[src/hdl/sre_pkg.sv]
// ----------------------------------------------------------------------------
// sre_pkg
// Types, constants and helpers shared by the SEI record extractor.
// ----------------------------------------------------------------------------
package sre_pkg;

  localparam int unsigned MID_DEPTH_DEF = 2;
  localparam int unsigned OUT_DEPTH_DEF = 2;

  localparam logic [4:0] SEI_TYPE_H264     = 5'd6;
  localparam logic [5:0] SEI_TYPE_HEVC     = 6'd39;
  localparam logic [7:0] PAYLOAD_TYPE_USER = 8'd5;
  localparam logic [7:0] MIN_PAYLOAD       = 8'd39;
  localparam logic [7:0] EPB_BYTE          = 8'h03;
  localparam logic [7:0] RECORD_VERSION    = 8'd1;

  localparam logic [8:0] BODY_MAX    = 9'd511;
  localparam logic [8:0] OFF_MAGIC   = 9'd16;
  localparam logic [8:0] OFF_VERSION = 9'd20;
  localparam logic [8:0] OFF_EPOCH   = 9'd21;
  localparam logic [8:0] OFF_SEQ     = 9'd23;
  localparam logic [8:0] OFF_TIME    = 9'd27;
  localparam logic [8:0] OFF_SENSOR  = 9'd35;
  localparam logic [8:0] OFF_FLAGS   = 9'd37;
  localparam logic [8:0] OFF_END     = 9'd39;

  // classified item handed from front to back
  typedef struct packed {
    logic [7:0] data;
    logic       last;
    logic       body;
    logic       reject;
    logic       hdr_done;
  } front_item_t;

  typedef struct packed {
    logic        valid;
    logic [15:0] epoch;
    logic [31:0] sequence_no;
    logic [63:0] time_ns;
    logic [15:0] sensor;
    logic [15:0] flags;
  } record_t;

  function automatic logic [7:0] uuid_byte(input logic [3:0] idx);
    logic [7:0] b;
    unique case (idx)
      4'd0:    b = 8'h6a;
      4'd1:    b = 8'h8f;
      4'd2:    b = 8'h2b;
      4'd3:    b = 8'h4e;
      4'd4:    b = 8'h5d;
      4'd5:    b = 8'h3c;
      4'd6:    b = 8'h4a;
      4'd7:    b = 8'h1b;
      4'd8:    b = 8'h9e;
      4'd9:    b = 8'h7f;
      4'd10:   b = 8'h0c;
      4'd11:   b = 8'h2d;
      4'd12:   b = 8'h4b;
      4'd13:   b = 8'h6a;
      4'd14:   b = 8'h8e;
      default: b = 8'h10;
    endcase
    return b;
  endfunction

  function automatic logic [7:0] magic_byte(input logic [1:0] idx);
    logic [7:0] b;
    unique case (idx)
      2'd0:    b = 8'h43;
      2'd1:    b = 8'h53;
      2'd2:    b = 8'h59;
      default: b = 8'h4e;
    endcase
    return b;
  endfunction

endpackage

[src/hdl/sre_fifo.sv]
// ----------------------------------------------------------------------------
// sre_fifo
// Small register-based queue, first word fall-through.
// ----------------------------------------------------------------------------
module sre_fifo #(
  parameter int unsigned WIDTH = 8,
  parameter int unsigned DEPTH = 2
) (
  input  logic             clk_i,
  input  logic             rst_ni,
  input  logic             push_i,
  input  logic [WIDTH-1:0] data_i,
  output logic             full_o,
  input  logic             pop_i,
  output logic [WIDTH-1:0] data_o,
  output logic             empty_o
);

  localparam int unsigned AW = (DEPTH > 1) ? $clog2(DEPTH) : 1;
  localparam int unsigned CW = $clog2(DEPTH + 1);

  logic [WIDTH-1:0] mem_q [DEPTH];
  logic [AW-1:0]    wr_ptr_q, wr_ptr_d, rd_ptr_q, rd_ptr_d;
  logic [CW-1:0]    count_q, count_d;
  logic             do_push, do_pop;

  assign full_o  = (count_q == CW'(DEPTH));
  assign empty_o = (count_q == '0);
  assign do_push = push_i && !full_o;
  assign do_pop  = pop_i && !empty_o;
  assign data_o  = mem_q[rd_ptr_q];

  always_comb begin
    wr_ptr_d = wr_ptr_q;
    rd_ptr_d = rd_ptr_q;
    count_d  = count_q;
    if (do_push) begin
      wr_ptr_d = (wr_ptr_q == AW'(DEPTH - 1)) ? '0 : wr_ptr_q + AW'(1);
    end
    if (do_pop) begin
      rd_ptr_d = (rd_ptr_q == AW'(DEPTH - 1)) ? '0 : rd_ptr_q + AW'(1);
    end
    if (do_push && !do_pop) begin
      count_d = count_q + CW'(1);
    end else if (do_pop && !do_push) begin
      count_d = count_q - CW'(1);
    end
  end

  always_ff @(posedge clk_i or negedge rst_ni) begin
    if (!rst_ni) begin
      wr_ptr_q <= '0;
      rd_ptr_q <= '0;
      count_q  <= '0;
    end else begin
      wr_ptr_q <= wr_ptr_d;
      rd_ptr_q <= rd_ptr_d;
      count_q  <= count_d;
    end
  end

  always_ff @(posedge clk_i) begin
    if (do_push) begin
      mem_q[wr_ptr_q] <= data_i;
    end
  end

endmodule

[src/hdl/sre_front.sv]
// ----------------------------------------------------------------------------
// sre_front
// Header check and emulation prevention removal; classifies each byte.
// ----------------------------------------------------------------------------
module sre_front
  import sre_pkg::*;
(
  input  logic        clk_i,
  input  logic        rst_ni,
  input  logic        codec_select_i,
  input  logic        accept_i,
  input  logic [7:0]  nal_byte_i,
  input  logic        is_last_i,
  output front_item_t item_o
);

  logic [1:0] raw_index_q, raw_index_d;
  logic [1:0] zero_run_q, zero_run_d;
  logic [1:0] hdr_len;
  logic       in_hdr;

  assign hdr_len = codec_select_i ? 2'd2 : 2'd1;
  assign in_hdr  = (raw_index_q < hdr_len);

  always_comb begin
    raw_index_d     = raw_index_q;
    zero_run_d      = zero_run_q;
    item_o.data     = nal_byte_i;
    item_o.last     = is_last_i;
    item_o.body     = 1'b0;
    item_o.reject   = 1'b0;
    if (in_hdr) begin
      if (raw_index_q == 2'd0) begin
        if (codec_select_i) begin
          item_o.reject = (nal_byte_i[6:1] != SEI_TYPE_HEVC);
        end else begin
          item_o.reject = (nal_byte_i[4:0] != SEI_TYPE_H264);
        end
      end
      raw_index_d = raw_index_q + 2'd1;
    end else if (zero_run_q == 2'd2 && nal_byte_i == EPB_BYTE) begin
      zero_run_d = 2'd0;
    end else begin
      item_o.body = 1'b1;
      if (nal_byte_i == 8'd0) begin
        if (zero_run_q != 2'd2) begin
          zero_run_d = zero_run_q + 2'd1;
        end
      end else begin
        zero_run_d = 2'd0;
      end
    end
    item_o.hdr_done = (raw_index_d >= hdr_len);
    if (is_last_i) begin
      raw_index_d = 2'd0;
      zero_run_d  = 2'd0;
    end
  end

  always_ff @(posedge clk_i or negedge rst_ni) begin
    if (!rst_ni) begin
      raw_index_q <= 2'd0;
      zero_run_q  <= 2'd0;
    end else if (accept_i) begin
      raw_index_q <= raw_index_d;
      zero_run_q  <= zero_run_d;
    end
  end

endmodule

[src/hdl/sre_back.sv]
// ----------------------------------------------------------------------------
// sre_back
// Payload parser: type, size, UUID, magic and version checks, field capture.
// ----------------------------------------------------------------------------
module sre_back
  import sre_pkg::*;
(
  input  logic        clk_i,
  input  logic        rst_ni,
  input  logic        item_valid_i,
  input  front_item_t item_i,
  output logic        item_pop_o,
  input  logic        out_full_i,
  output logic        out_push_o,
  output record_t     record_o
);

  logic [8:0]  body_index_q, body_index_d;
  logic [7:0]  size_q, size_d;
  logic        reject_q, reject_d;
  logic [15:0] epoch_q, epoch_d;
  logic [31:0] seq_q, seq_d;
  logic [63:0] time_q, time_d;
  logic [15:0] sensor_q, sensor_d;
  logic [15:0] flags_q, flags_d;
  logic [8:0]  off;
  logic [7:0]  b;
  logic        ok;

  assign item_pop_o = item_valid_i && (!item_i.last || !out_full_i);
  assign out_push_o = item_pop_o && item_i.last;
  assign off        = body_index_q - 9'd2;
  assign b          = item_i.data;

  always_comb begin
    body_index_d = body_index_q;
    size_d       = size_q;
    reject_d     = reject_q | item_i.reject;
    epoch_d      = epoch_q;
    seq_d        = seq_q;
    time_d       = time_q;
    sensor_d     = sensor_q;
    flags_d      = flags_q;
    if (item_i.body) begin
      if (!reject_q) begin
        if (body_index_q == 9'd0) begin
          if (b != PAYLOAD_TYPE_USER) reject_d = 1'b1;
        end else if (body_index_q == 9'd1) begin
          size_d = b;
          if (b < MIN_PAYLOAD) reject_d = 1'b1;
        end else if (off < {1'b0, size_q}) begin
          priority if (off < OFF_MAGIC) begin
            if (b != uuid_byte(off[3:0])) reject_d = 1'b1;
          end else if (off < OFF_VERSION) begin
            if (b != magic_byte(off[1:0])) reject_d = 1'b1;
          end else if (off == OFF_VERSION) begin
            if (b != RECORD_VERSION) reject_d = 1'b1;
          end else if (off < OFF_SEQ) begin
            epoch_d = {epoch_q[7:0], b};
          end else if (off < OFF_TIME) begin
            seq_d = {seq_q[23:0], b};
          end else if (off < OFF_SENSOR) begin
            time_d = {time_q[55:0], b};
          end else if (off < OFF_FLAGS) begin
            sensor_d = {sensor_q[7:0], b};
          end else if (off < OFF_END) begin
            flags_d = {flags_q[7:0], b};
          end else begin
            reject_d = reject_q;
          end
        end
      end
      if (body_index_q != BODY_MAX) begin
        body_index_d = body_index_q + 9'd1;
      end
    end

    ok = !reject_d && item_i.hdr_done && (body_index_d >= 9'd2) &&
         (body_index_d >= (9'd2 + {1'b0, size_d}));
    record_o.valid       = ok;
    record_o.epoch       = ok ? epoch_d  : '0;
    record_o.sequence_no = ok ? seq_d    : '0;
    record_o.time_ns     = ok ? time_d   : '0;
    record_o.sensor      = ok ? sensor_d : '0;
    record_o.flags       = ok ? flags_d  : '0;

    if (item_i.last) begin
      body_index_d = '0;
      size_d       = '0;
      reject_d     = 1'b0;
      epoch_d      = '0;
      seq_d        = '0;
      time_d       = '0;
      sensor_d     = '0;
      flags_d      = '0;
    end
  end

  always_ff @(posedge clk_i or negedge rst_ni) begin
    if (!rst_ni) begin
      body_index_q <= '0;
      size_q       <= '0;
      reject_q     <= 1'b0;
      epoch_q      <= '0;
      seq_q        <= '0;
      time_q       <= '0;
      sensor_q     <= '0;
      flags_q      <= '0;
    end else if (item_pop_o) begin
      body_index_q <= body_index_d;
      size_q       <= size_d;
      reject_q     <= reject_d;
      epoch_q      <= epoch_d;
      seq_q        <= seq_d;
      time_q       <= time_d;
      sensor_q     <= sensor_d;
      flags_q      <= flags_d;
    end
  end

endmodule

[src/hdl/sei_record_extractor.sv]
// ----------------------------------------------------------------------------
// sei_record_extractor
// Extracts the timing record from an SEI user-data-unregistered NAL unit.
// ----------------------------------------------------------------------------
// Throughput: one byte per cycle while the result queue is not full.
// Path: a last byte's result is registered in the byte queue, then in the
// result queue, before it is on the output; it is held back while the result
// queue is full.
// Reset: asynchronous, active low; clears both queues, the parser state and
// codec_select (H.264).
module sei_record_extractor
  import sre_pkg::*;
#(
  parameter int unsigned MID_DEPTH = MID_DEPTH_DEF,
  parameter int unsigned OUT_DEPTH = OUT_DEPTH_DEF
) (
  input  logic        clk_i,
  input  logic        rst_ni,
  input  logic        codec_select_we_i,
  input  logic        codec_select_i,
  input  logic        push,
  output logic        full,
  input  logic [7:0]  nal_byte_i,
  input  logic        is_last_i,
  output logic        empty,
  input  logic        pop,
  output logic        record_valid_o,
  output logic [15:0] record_epoch_o,
  output logic [31:0] record_sequence_o,
  output logic [63:0] frame_time_ns_o,
  output logic [15:0] sensor_total_o,
  output logic [15:0] record_flag_bits_o
);

  logic        codec_q;
  logic        in_accept;
  front_item_t front_item, mid_item;
  logic        mid_empty, mid_pop;
  logic        out_push, out_full;
  record_t     back_rec, out_rec;

  always_ff @(posedge clk_i or negedge rst_ni) begin
    if (!rst_ni) begin
      codec_q <= 1'b0;
    end else if (codec_select_we_i) begin
      codec_q <= codec_select_i;
    end
  end

  assign in_accept = push && !full;

  sre_front u_front (
    .clk_i          (clk_i),
    .rst_ni         (rst_ni),
    .codec_select_i (codec_q),
    .accept_i       (in_accept),
    .nal_byte_i     (nal_byte_i),
    .is_last_i      (is_last_i),
    .item_o         (front_item)
  );

  sre_fifo #(
    .WIDTH ($bits(front_item_t)),
    .DEPTH (MID_DEPTH)
  ) u_mid_fifo (
    .clk_i   (clk_i),
    .rst_ni  (rst_ni),
    .push_i  (push),
    .data_i  (front_item),
    .full_o  (full),
    .pop_i   (mid_pop),
    .data_o  (mid_item),
    .empty_o (mid_empty)
  );

  sre_back u_back (
    .clk_i        (clk_i),
    .rst_ni       (rst_ni),
    .item_valid_i (!mid_empty),
    .item_i       (mid_item),
    .item_pop_o   (mid_pop),
    .out_full_i   (out_full),
    .out_push_o   (out_push),
    .record_o     (back_rec)
  );

  sre_fifo #(
    .WIDTH ($bits(record_t)),
    .DEPTH (OUT_DEPTH)
  ) u_out_fifo (
    .clk_i   (clk_i),
    .rst_ni  (rst_ni),
    .push_i  (out_push),
    .data_i  (back_rec),
    .full_o  (out_full),
    .pop_i   (pop),
    .data_o  (out_rec),
    .empty_o (empty)
  );

  assign record_valid_o     = out_rec.valid;
  assign record_epoch_o     = out_rec.epoch;
  assign record_sequence_o  = out_rec.sequence_no;
  assign frame_time_ns_o    = out_rec.time_ns;
  assign sensor_total_o     = out_rec.sensor;
  assign record_flag_bits_o = out_rec.flags;

  a_no_result_overflow: assert property (@(posedge clk_i) disable iff (!rst_ni)
    out_push |-> !out_full)
    else $error("result pushed into a full queue");

  a_last_gives_result: assert property (@(posedge clk_i) disable iff (!rst_ni)
    (mid_pop && mid_item.last) |-> out_push)
    else $error("last item consumed without a result");

  a_invalid_is_zero: assert property (@(posedge clk_i) disable iff (!rst_ni)
    (!empty && !record_valid_o) |-> (record_epoch_o == '0 &&
      record_sequence_o == '0 && frame_time_ns_o == '0 &&
      sensor_total_o == '0 && record_flag_bits_o == '0))
    else $error("invalid record carries non-zero fields");

endmodule

[config.mk]
export PLATFORM = sky130hd
export DESIGN_NAME = sei_record_extractor
export DESIGN_NICKNAME = d
export VERILOG_FILES = /design/src/hdl/sre_pkg.sv /design/src/hdl/sre_fifo.sv /design/src/hdl/sre_front.sv /design/src/hdl/sre_back.sv /design/src/hdl/sei_record_extractor.sv
export SDC_FILE = /design/constraint.sdc
export NUM_CORES = 1
export LEC_CHECK = 0
export BUFFER_PORTS_ARGS = -buffer_cell sky130_fd_sc_hd__buf_2
export CAP_MARGIN = 20
export CELL_PAD_IN_SITES_DETAIL_PLACEMENT = 2
export CELL_PAD_IN_SITES_GLOBAL_PLACEMENT = 2
export CORE_MARGIN = 2
export CORE_UTILIZATION = 42
export DETAILED_ROUTE_END_ITERATION = 10
export HOLD_SLACK_MARGIN = 0.05
export PLACE_DENSITY_LB_ADDON = 0.1
export SETUP_SLACK_MARGIN = 0.3
export SLEW_MARGIN = 20
export SYNTH_ARGS = -nofsm -noshare
export SYNTH_HDL_FRONTEND = slang
export SYNTH_HIERARCHICAL = 1
export SYNTH_SLANG_ARGS = --single-unit
[constraint.sdc]
create_clock -name clk_i -period 9.5 [get_ports clk_i]
set_input_delay 1.9 -clock clk_i [delete_from_list [all_inputs] [get_ports clk_i]]
set_output_delay 1.9 -clock clk_i [all_outputs]
set_load 0.005 [all_outputs]
==> flow_summary.json <==
{
  "worstSkewPairLatency_ns": 0.62,
  "drt_iter0_markers": 1101,
  "leakage_nw": 10.4,
  "cp_max_fo": 88,
  "die_height_um": 244,
  "cap_violations": 0,
  "root_buffer": "clkbuf_16",
  "yosys-top-cells-area": "edfxtp_1 39%, dfrtp_1 18%, mux2_2 7.0%",
  "r2r_end": "u_out_fifo/mem_q[1][67]$_DFFE_PP_",
  "hp-class": "flop to flop",
  "start_util_pct": 42.2,
  "antenna_found_initial": 1,
  "yosysWarnings": 6,
  "cp-end-kind": "flop",
  "r2r_slack_ns": 3.32,
  "drive_above_1_share_pct": 22.0,
  "setup_ws_ns": 3.32,
  "yosys_most_used_dff": "edfxtp_1",
  "remaining_drc_errors": 0,
  "p_int_mw": 5.02,
  "crit_slowest_cell": "nand4b_1",
  "synthTopCellsByCount": "314 x edfxtp_1, 248 x nand2_1, 175 x dfrtp_1",
  "avgRoutedWirePerCell_um": 26.0,
  "coreArea_sq_um": 57400,
  "cp.arrival_ns": 6.48,
  "cts_resized": 0,
  "power_frac_clock_pct": 26.7,
  "syn_nets": 2032,
  "setup.worst_path.class": "flop to flop",
  "gp_congestion": 0.835,
  "r2r-start": "u_back/body_index_q[4]$_DFFE_PN0P_",
  "cts.sinks": 489,
  "crit_top_cell": "o211ai_1",
  "place_area_sq_um": 25300,
  "ant_nets": 0,
  "via_per_inst": 5.98,
  "grt_max_degree": 146,
  "synth_cell_types": 74,
  "cpLargestDelayFamily": "simple AND/OR/NAND/NOR gates",
  "yosysTopAreaCell": "edfxtp_1",
  "clk_pin_slew_ns": 0.06,
  "num_io_pins": 162,
  "synth_top_area_share_pct": 38.9,
  "netlist_instances": 1984,
  "place_hpwl_um": 44400,
  "async_flop_share_pct": 35.8,
  "power_density_nw_per_um2": 296,
  "peakVddDrop_v": 0.000316,
  "p_sw_share_pct": 37.5,
  "skew_ns": 0.0264,
  "place_ws_ns": 3.11,
  "syn-cell-area_sq_um": 24200,
  "synth_seq_cells": 489,
  "dieWidth_um": 244,
  "max_slew_margin_pct": 25.1,
  "synth.most_common_cell": "edfxtp_1",
  "h-tree-depth": 2,
  "yosysSeqAreaShare_pct": 57.0,
  "holdBufCountCts": 0,
  "finalMaxSlewViolations": 0,
  "syn_area_per_cell_sq_um": 12.2,
  "tns_ns": 0,
  "pwr-share-seq_pct": 38.1,
  "rr_worst_depth": 14,
  "syn2layout_area_growth_pct": 11.9,
  "setup_viol_count_final": 0,
  "max_slew.worst_pin.slew_ns": 1.12,
  "cts_inserted_buffers": 54,
  "finalCritPeriodShare_pct": 65.1,
  "cts_setup_buffers": 0,
  "clk_path_buf_depth": 3,
  "hold_viol_final": 0,
  "grt_util_met1_pct": 33.1,
  "die_area_sq_um": 59600,
  "slowest_delay_ns": 0.91,
  "status": "finished, final reports clean",
  "nNetsFinal": 2092,
  "io_buffers": 161,
  "hold_end": "u_mid_fifo/wr_ptr_q$_DFFE_PN0P_",
  "fill_cells": 5696,
  "track_usage_pct": 25.1,
  "worstPathCellList": "nor4_1, nor4b_1, nand4b_1, mux2i_1, nor3_1, nand2_1, xnor2_1, ha_1, o211ai_1, a21oi_1, o31a_1, o211ai_1, buf_6, a211oi_1",
  "vias": 17100,
  "hold_start": "u_mid_fifo/wr_ptr_q$_DFFE_PN0P_",
  "busiest_layer": "met2",
  "final_area_sq_um": 27100,
  "first_pass_iters": 7,
  "synth_edf_count": 314,
  "row_count": 88,
  "met2_usage_pct": 43.3,
  "start_kind": "flop",
  "drt-total-wl_um": 74100,
  "rsz0062_at_grt": "false",
  "fin_crit_ns": 6.18,
  "grt.overflow.total": 0,
  "path_buf_inv": 1,
  "combPwrFrac_pct": 35.2,
  "use_met3_pct": 3.51,
  "grt_pass1_wl_um": 116000,
  "cts_tree": "done",
  "max_freq_ghz": 0.162,
  "num_antenna_cells": 0,
  "netSwitchingPower_mw": 3.01,
  "cp_data_required_time_ns": 9.80,
  "min_delay_path_depth": 1,
  "grt_pass1_vias": 18900
}
-- how the worst max path moves through the flow --
stage / startpoint / to / slack, ns / cells after the start
finish: u_back/body_index_q[4]$_DFFE_PN0P_ / u_out_fifo/mem_q[1][67]$_DFFE_PP_ / 3.32 / 14
global route: u_back/body_index_q[4]$_DFFE_PN0P_ / u_out_fifo/mem_q[1][67]$_DFFE_PP_ / 2.60 / 16
CTS: u_back/body_index_q[4]$_DFFE_PN0P_ / u_out_fifo/mem_q[0][67]$_DFFE_PP_ / 3.07 / 16
detailed placement: u_back/body_index_q[4]$_DFFE_PN0P_ / u_out_fifo/mem_q[1][67]$_DFFE_PP_ / 3.11 / 16
global placement: u_back/body_index_q[4]$_DFFE_PN0P_ / u_out_fifo/mem_q[0][70]$_DFFE_PP_ / 3.46 / 16
floorplan: u_mid_fifo/rd_ptr_q$_DFFE_PN0P_ / u_out_fifo/mem_q[0][0]$_DFFE_PP_ / 0.94 / 9
-- stage by stage --
step	hold slack, ns	std cells	power (mW)	utilization [%]
3_5_place_dp	0.474	2752	5.96	44.1
2_1_floorplan	0.450	1984	4.86	-
4_1_cts	0.504	2854	8.14	47.3
5_1_grt	0.533	2855	8.46	47.3
3_3_place_gp	0.470	2752	5.89	44.1
6_report	0.500	2855	8.04	47.3
-- state kept, by name, indices dropped and copies added (netlist names), 2 cells and up --
name	cells
u_mid_fifo/mem_q	24
u_out_fifo/count_q	2
u_back/epoch_q	16
u_back/time_q	64
u_out_fifo/mem_q	290
u_front/raw_index_q	2
u_mid_fifo/count_q	2
u_back/seq_q	32
u_back/size_q	8
u_back/sensor_q	16
u_back/flags_q	16
u_front/zero_run_q	2
u_back/body_index_q	9
-- cells by family after synthesis --
| kind of cell | Yosys count | synth area share (%) |
|---|---|---|
| flip-flops | 489 | 57.0 |
| AO/OA/AOI/OAI | 485 | 14.5 |
| AND/OR/NAND/NOR | 430 | 8.02 |
| multiplexers | 290 | 13.0 |
| buffers and inverters | 228 | 4.65 |
| adder cells (fa/ha/maj) | 33 | 1.70 |
| XOR/XNOR | 29 | 1.13 |
-- power by group through the flow --
stage / clock (mW) / combinational (mW) / sequential, mW
3_3_place_gp: 0 / 2.82 / 3.06
2_1_floorplan: 0 / 1.82 / 3.03
6_report: 2.15 / 2.83 / 3.06
5_1_grt: 2.28 / 3.06 / 3.12
3_5_place_dp: 0 / 2.86 / 3.10
4_1_cts: 2.21 / 2.87 / 3.06
-- placed cells by master (no fill, tap or decap), types with 34 or more instances in the layout --
cell       synthesis  routed
mux2i_1          127     127
mux2_2           151     151
inv_1             46      45
nand2_1          248     245
nand3_1           50      50
clkbuf_16          0      55
edfxtp_1         314     314
nor2_1            43      42
a211oi_1         115     115
o21ai_0           73      73
a22oi_1           71      71
a221oi_1          34      34
dfrtp_1          175     174
buf_2             49     160
-- layout make-up --
class                           instances  area (sq um)  share of cell area, %
Inverter                               46           173                  0.637
Timing Repair Buffer                  186          1020                   3.76
Tap cell                              765           957                   3.53
Clock buffer                           77          1520                   5.60
Multi-Input combinational cell       1267          9370                   34.5
Clock inverter                         25           274                   1.01
Sequential cell                       489         13800                   50.9
-- worst register-to-register path, delay by kind of cell (launching register included) --
family / cells / cell delay, ns
simple gates: 5 / 2.66
compound gates: 5 / 1.02
flops: 1 / 0.65
buf+inv: 1 / 0.65
mux: 1 / 0.39
fa+ha+maj: 1 / 0.28
xor+xnor: 1 / 0.24
-- per-layer routing --
layer,vias up,routed length (um),part of all wire [%]
li1,7654,-,-
met1,9037,32500,44
met2,283,37500,51
met3,113,2480,3.3
met4,0,1700,2.3
met5,-,0,0
Power figures use the tool's default switching activity.
